==> src/sv/edm_pkg.sv <==
// Shared types, constants and helpers for the edit distance match counter.
package edm_pkg;

  localparam int unsigned CharW  = 21;
  localparam int unsigned DistW  = 8;
  localparam int unsigned CountW = 32;
  localparam int unsigned DataW  = 32;
  localparam int unsigned AddrW  = 3;

  localparam logic [DistW-1:0] DistMax = {DistW{1'b1}};
  localparam logic [DistW-1:0] ThresholdRst = 8'd2;

  typedef enum logic [0:0] {
    RegThreshold = 1'b0
  } reg_idx_e;

  typedef struct packed {
    logic             valid;
    logic             first;
    logic             last;
    logic [CharW-1:0] ch;
    logic [DistW-1:0] left;
    logic [DistW-1:0] diag;
  } tok_t;

  function automatic logic [DistW-1:0] sat_inc(input logic [DistW-1:0] x);
    sat_inc = (x == DistMax) ? DistMax : x + DistW'(1);
  endfunction

endpackage

==> src/sv/edm_cell.sv <==
// One DP cell: holds one query character and one row entry, updates per dictionary character.
module edm_cell #(
  parameter int unsigned IDX   = 1,
  parameter int unsigned LEN_W = 6
) (
  input  logic                 clk_i,
  input  logic                 rst_ni,
  input  logic                 adv_i,
  input  logic [LEN_W-1:0]     qlen_i,
  input  logic                 wr_en_i,
  input  logic [edm_pkg::CharW-1:0] wr_char_i,
  input  edm_pkg::tok_t        tok_i,
  output edm_pkg::tok_t        tok_o
);
  import edm_pkg::*;

  localparam logic [DistW-1:0] InitVal = (IDX > 255) ? DistMax : DistW'(IDX);

  logic [CharW-1:0] qchar_q;
  logic [DistW-1:0] dp_q, dp_d;
  logic [DistW-1:0] old_v, ins_v, del_v, sub_v, m_v;
  logic [DistW:0]   sub_sum;
  logic             en;
  tok_t             tok_q, tok_d;

  always_comb begin
    en      = tok_i.valid && (LEN_W'(IDX) <= qlen_i);
    old_v   = tok_i.first ? InitVal : dp_q;
    sub_sum = {1'b0, tok_i.diag} + {{DistW{1'b0}}, (qchar_q != tok_i.ch)};
    sub_v   = sub_sum[DistW] ? DistMax : sub_sum[DistW-1:0];
    ins_v   = sat_inc(old_v);
    del_v   = sat_inc(tok_i.left);
    m_v     = (sub_v < ins_v) ? sub_v : ins_v;
    dp_d    = (del_v < m_v) ? del_v : m_v;
    tok_d   = tok_i;
    if (en) begin
      tok_d.left = dp_d;
      tok_d.diag = old_v;
    end
  end

  always_ff @(posedge clk_i) begin
    if (wr_en_i) begin
      qchar_q <= wr_char_i;
    end
    if (adv_i && en) begin
      dp_q <= dp_d;
    end
  end

  always_ff @(posedge clk_i or negedge rst_ni) begin
    if (!rst_ni) begin
      tok_q <= '0;
    end else if (adv_i) begin
      tok_q <= tok_d;
    end
  end

  assign tok_o = tok_q;

endmodule

==> config.mk <==
export PLATFORM = sky130hd
export DESIGN_NAME = edm_cell
export DESIGN_NICKNAME = d
export VERILOG_FILES = /design/src/sv/edm_pkg.sv /design/src/sv/edm_cell.sv
export SDC_FILE = /design/constraint.sdc
export NUM_CORES = 1
export LEC_CHECK = 0
export CAP_MARGIN = 20
export CORE_UTILIZATION = 30
export CTS_BUF_LIST = sky130_fd_sc_hd__clkbuf_4 sky130_fd_sc_hd__clkbuf_8
export DETAILED_ROUTE_END_ITERATION = 8
export DONT_BUFFER_PORTS = 1
export HOLD_SLACK_MARGIN = 0.05
export MAX_ROUTING_LAYER = met4
export PLACE_DENSITY_LB_ADDON = 0.08
export RECOVER_POWER = 50
export SETUP_SLACK_MARGIN = 0.15
export SYNTH_ARGS = -nofsm -noshare
export SYNTH_HDL_FRONTEND = slang
export SYNTH_SLANG_ARGS = --single-unit
==> constraint.sdc <==
create_clock -name clk_i -period 8.92 [get_ports clk_i]
set_clock_uncertainty 0.1 [all_clocks]
set_input_delay 0.892 -clock clk_i [delete_from_list [all_inputs] [get_ports clk_i]]
set_output_delay 0.892 -clock clk_i [all_outputs]
set_load 0.1 [all_outputs]
### Word-level counts from Yosys, hierarchy flattened

Cells that the tools add are included.

* flip-flop bits (word level): 69
* latch bits: 0
* memory bits (writable): 0
* memory bits (read-only): 0
* input port bits: 71
* output and inout bits: 40
* logic and storage cells: 26
* memories: 0

* add/sub/neg operators: 3
* multiply operators: 0
* divide/modulo/power cells: 0
* magnitude comparators: 3
* equal/unequal tests: 3
* shift operators: 0
* multiplexer cells: 7
* bitwise logic cells: 0
* reduce and logical (&&, ||, !) cells: 2

Operators by type and width (number)
* $mux 8: 6
* $ne 21x21->1: 1
* $add 8x1->8 const B: 2
* $eq 8x8->1 const B: 2
* $lt 8x8->1: 2
* $mux 16: 1
* $add 8x1->9: 1
* $le 1x6->1 const A: 1
* $logic_and 1x1->1: 2

### Longest topological paths before layout

* depth after elaboration: 8
* gate-level depth with buffers: 22
* depth with buffers taken out: 22

### Worst setup path after synthesis

OpenSTA, ideal clock, no wires.

* path kind: input to register
* start: input tok_i[32] in the netlist's numbering
* end: register dp_q[4], data pin
* setup time: 0.269 ns
* arrival: 5.030 ns
* data required time: 8.551 ns
* path slack: 3.521 ns
* stages on the path: 22
* path buffers: 0
* cell sequence: xnor2_1 -> nand4_1 -> nor4_1 -> nand4_1 -> ha_1 -> ha_1 -> and3_2 -> a31oi_1 -> a41oi_1 -> ha_1 -> a21o_1 -> a21oi_1 -> o21a_1 -> a21oi_2 -> a31oi_2 -> ha_1 -> a21oi_1 -> o21ai_1 -> nor3_2 -> o211a_4 -> nor2_8 -> mux2i_1

* cells in the longest elaborated chain, start to end: 7

Ends and longest elaborated chain
* start, declared: line edm_cell.sv:12 `input edm_pkg::tok_t tok_i,`
* $ne 21x21->1 (*): line edm_cell.sv:29 `sub_sum = {1'b0, tok_i.diag} + {{DistW{1'b0}}, (qchar_q != tok_i.ch)};`
* $add 8x1->9 (*): line edm_cell.sv:29
* $mux 8 (*): line edm_cell.sv:30 `sub_v = sub_sum[DistW] ? DistMax : sub_sum[DistW-1:0];`
* $lt 8x8->1: line edm_cell.sv:33 `m_v = (sub_v < ins_v) ? sub_v : ins_v;`
* $mux 8 (*): line edm_cell.sv:33
* $lt 8x8->1: line edm_cell.sv:34 `dp_d = (del_v < m_v) ? del_v : m_v;`
* $mux 8 (*): line edm_cell.sv:34
* net dp_d[4]: line edm_cell.sv:20 `logic [DistW-1:0] dp_q, dp_d;`
* end signal, assigned: line edm_cell.sv:47 `dp_q <= dp_d;`
* end, declared: line edm_cell.sv:20

Mark *: on every way through the listed nets, which the timed path passes. The rest lies on a longest branch.
A chain may end at the register's enable or synchronous reset.

### Worst setup path in the final report

* start: input tok_i[27] in the netlist's numbering
* end: register tok_q, in the netlist tok_o[14]

* cells in the longest elaborated chain, start to end: 8

Ends and longest elaborated chain
* $ne 21x21->1 (*): line edm_cell.sv:29
* $add 8x1->9 (*): line edm_cell.sv:29
* $mux 8 (*): line edm_cell.sv:30
* $lt 8x8->1: line edm_cell.sv:33
* $mux 8 (*): line edm_cell.sv:33
* $lt 8x8->1: line edm_cell.sv:34
* $mux 8 (*): line edm_cell.sv:34
* $mux 16 (*): line edm_cell.sv:36 `if (en) begin`
* end signal, assigned: line edm_cell.sv:55 `tok_q <= tok_d;`
* end, declared: line edm_cell.sv:24 `tok_t tok_q, tok_d;`

Every way passes the cells marked *; elsewhere a longest branch is shown, timed or not.

==> results.yml <==
critical_path:
  crit_type: "input port to flip-flop"
  cpMostUsedCell: "ha_1"
  timing.critical_path.from_type: "input port"
  crit_path_top_delay_cell: "o21a_1"
  startpoint: "tok_i[27]"
  timing.critical_path.cells: "xnor2_1 -> nand4_1 -> nor4_1 -> nand4_1 -> ha_1 -> ha_1 -> and3_2 -> a41oi_1 -> ha_1 -> a21o_1 -> a21oi_1 -> o21a_1 -> a21oi_2 -> a31oi_2 -> ha_1 -> a21oi_1 -> o21ai_1 -> nor3_2 -> o211ai_2 -> o311ai_1 -> nor2_1"
  reg2reg_to: "tok_o[14]"
  worst_r2r_startpoint: "qchar_q[11]"
  worstSetupEndpoint: "tok_o[14]"
  worstSetupPathDepth: 21
  timing.reg2reg.setup_slack_ns: 3.12
  cp_num_buf_inv: 0
  crit_path_end_kind: "flip-flop"
  critical_path_required_ns: 9.06
  timing.critical_path.max_delay_family: "compound AO/OA/AOI/OAI gates"
  r2r_cells: 21
  worst-endpoint-arrival_ns: 6.08
  cp_max_fo: 9
  critPathMaxStageDelay_ns: 0.41
pwr:
  internal-power_uw: 611
  power_per_cell_area_nw_per_um2: 225
  total_switching_power_uw: 422
  fin_total_pwr_uw: 1030
  p_comb_frac: 0.177
  netSwitchingFraction: 0.408
  power.share.sequential: 0.542
  p_leak_uw: 0.00175
  max-vdd-ir-drop_v: 0.0000909
  clock_power_share: 0.281
timing:
  slew_headroom: 0.370
  rsz0062_at_grt: "false"
  fin_crit_sh: 0.666
  clock.fmax_mhz: 168
  setup_viol_count_final: 0
  timing_max_transition_violations_final: 0
  timing_worst_slew_pin_value_ns: 0.946
  endpoints_failing_hold: 0
  layout_min_cycle_time_ns: 5.94
  final.hold.worst_slack_ns: 0.115
  fin_tns_setup_ns: 0
die:
  core_area_um2: 13400
  initial_utilization: 0.312
  io_pins: 111
  floorplan.die_area_um2: 14400
  die_span_x_um: 120
  fp-row-count: 42
  fp.dieH_um: 120
drt:
  post_drt_via_cell_ratio: 5.33
  post_drt_wl_per_cell_um: 20.1
  dr.pass1.iters: 4
  via_count: 3031
  routed_wirelength_mm: 11.4
  drt_initial_violations: 136
  number_of_design_rule_violations_left_after_detail_routing: 0
  ant_nets_after_route: 0
synth:
  synth_async_sr_flop_share: 0.580
  mappedNetlistNets: 476
  synthCells: 387
  postSynth.topFlopCell: "dfrtp_1"
  synth-seq-area-share: 0.448
  syn_area_um2: 4180
  synth_seq_cells: 69
  synth_edf_count: 29
  synth-warning-count: 0
  netlist_cell_types: 65
  syn_avg_cell_area_um2: 10.8
clock_tree:
  clk_transition_reported_paths_ns: 0.08
  insertion_delay_ns: 0.36
  max-clock-path-buffers: 2
  tritoncts_num_sinks: 69
  cts-buffers-inserted: 9
  cts_htree_levels: 3
  post-cts-setup-buffer-count: 0
  cts_tree: "yes"
  cts_hold_buffers: 0
  cts_resized: 0
  cts_root_buffer: "clkbuf_8"
worst_hold_path:
  worstHoldPathType: "input port to asynchronous set/reset pin"
grt:
  number_of_antenna_violations_at_the_first_check_in_global_routing: 0
  grt_pass1_vias: 3055
  grt_overflow_total: 0
  grt_pass1_wl_mm: 17.4
  grt_start_max_net_pins: 57
  groute.usage.overall: 0.170
finish:
  layout_common_cells: "dfrtp_1, nor2_1, edfxtp_1"
  multi_input_area_um2: 2210
  layout.core_utilization: 0.342
  finalNetCount: 477
  areaGrowthSynthToFinish_pct: 9.74
  fillerInstances: 1387
  register_area_um2: 1870
  antenna-diode-count: 0
  post_route_cells_drive_above_1_share: 0.191
  layout_commonest_cell: "dfrtp_1"
  finalNonFillerCells: 569
placement:
  numPlacedInstances: 553
  gp_congestion: 0.845
  numPortBuffers: 0
  place.detailed.hpwl_mm: 8.71
flow_run:
  cap_violations: 0
run_status:
  outcome: "completed"
[flip-flops by register name, summed over array words and instances (netlist names)]
name,flops
tok_o,40
dp_q,8
qchar_q,21
[cells in the mapped netlist, drive strengths merged, types with 5 or more instances]
library cell | number | share of area
inv | 14 | 0.013
nand4 | 10 | 0.016
nand2 | 16 | 0.015
clkbuf | 7 | 0.0063
edfxtp | 29 | 0.21
a21oi | 30 | 0.040
mux2 | 26 | 0.070
nor4 | 5 | 0.0075
o21a | 5 | 0.0090
nor2 | 36 | 0.037
a21o | 5 | 0.0090
ha | 18 | 0.054
o21ai | 22 | 0.030
mux2i | 12 | 0.029
xnor2 | 20 | 0.042
nor2b | 5 | 0.0075
dfrtp | 40 | 0.24
o311ai | 6 | 0.013
nand3 | 14 | 0.018
xor2 | 5 | 0.010
a31oi | 8 | 0.015
and3 | 9 | 0.015
[worst min path at each step]
stage                      to  slack [ns]  depth (start not counted)
finish              tok_o[13]        0.11                          0
global route        tok_o[15]        0.09                          0
CTS                 tok_o[13]        0.09                          0
detailed placement  tok_o[15]        0.50                          0
global placement    tok_o[15]        0.50                          0
floorplan            tok_o[0]        0.50                          0
[per-stage QoR]
stage          instance area, um^2  setup slack, ns
2_1_floorplan                 4180             3.52
3_3_place_gp                  4360             2.63
3_5_place_dp                  4360             2.54
4_1_cts                       4580             2.94
5_1_grt                       4580             2.60
6_report                      4580             2.98
[power by group through the flow]
| stage | Clock (uW) | Combinational [uW] | Sequential, uW |
|---|---|---|---|
| detailed placement | 0 | 183 | 568 |
| global placement | 0 | 182 | 568 |
| global route | 313 | 203 | 564 |
| floorplan | 0 | 149 | 559 |
| CTS | 303 | 184 | 561 |
| finish | 290 | 183 | 560 |
[worst register-to-register path: cells and delay by family, from the launching register on]
family | cells | cell delay [ns]
simple gates | 6 | 1.31
compound gates | 10 | 2.57
flops | 1 | 0.38
xor+xnor | 1 | 0.20
fa+ha+maj | 4 | 1.12
[area by class of cell]
type                    instances  area share
multi-input cells             293       0.482
flip-flops and latches         69       0.408
well taps                     176      0.0480
clock buffers                  11      0.0303
clock inverters                 5      0.0186
inverters                      14      0.0115
repair buffers                  1     0.00164
[metal layers]
layer	vias to the layer above	routed length [um]	GRT usage
met5	-	0	-
met4	0	146	0.0586
met3	9	608	0.0466
met2	94	5380	0.257
met1	1461	5270	0.217
li1	1467	-	-
[cell families (layout without fill, tap and decap cells)]
| family | after synthesis | in the layout | share of synthesized area |
|---|---|---|---|
| mux | 38 | 38 | 0.0989 |
| buf+inv | 25 | 31 | 0.0234 |
| compound gates | 103 | 103 | 0.177 |
| fa+ha+maj | 18 | 18 | 0.0539 |
| xor+xnor | 25 | 25 | 0.0524 |
| simple gates | 109 | 109 | 0.146 |
| flops | 69 | 69 | 0.448 |
Power figures use the tool's default switching activity.
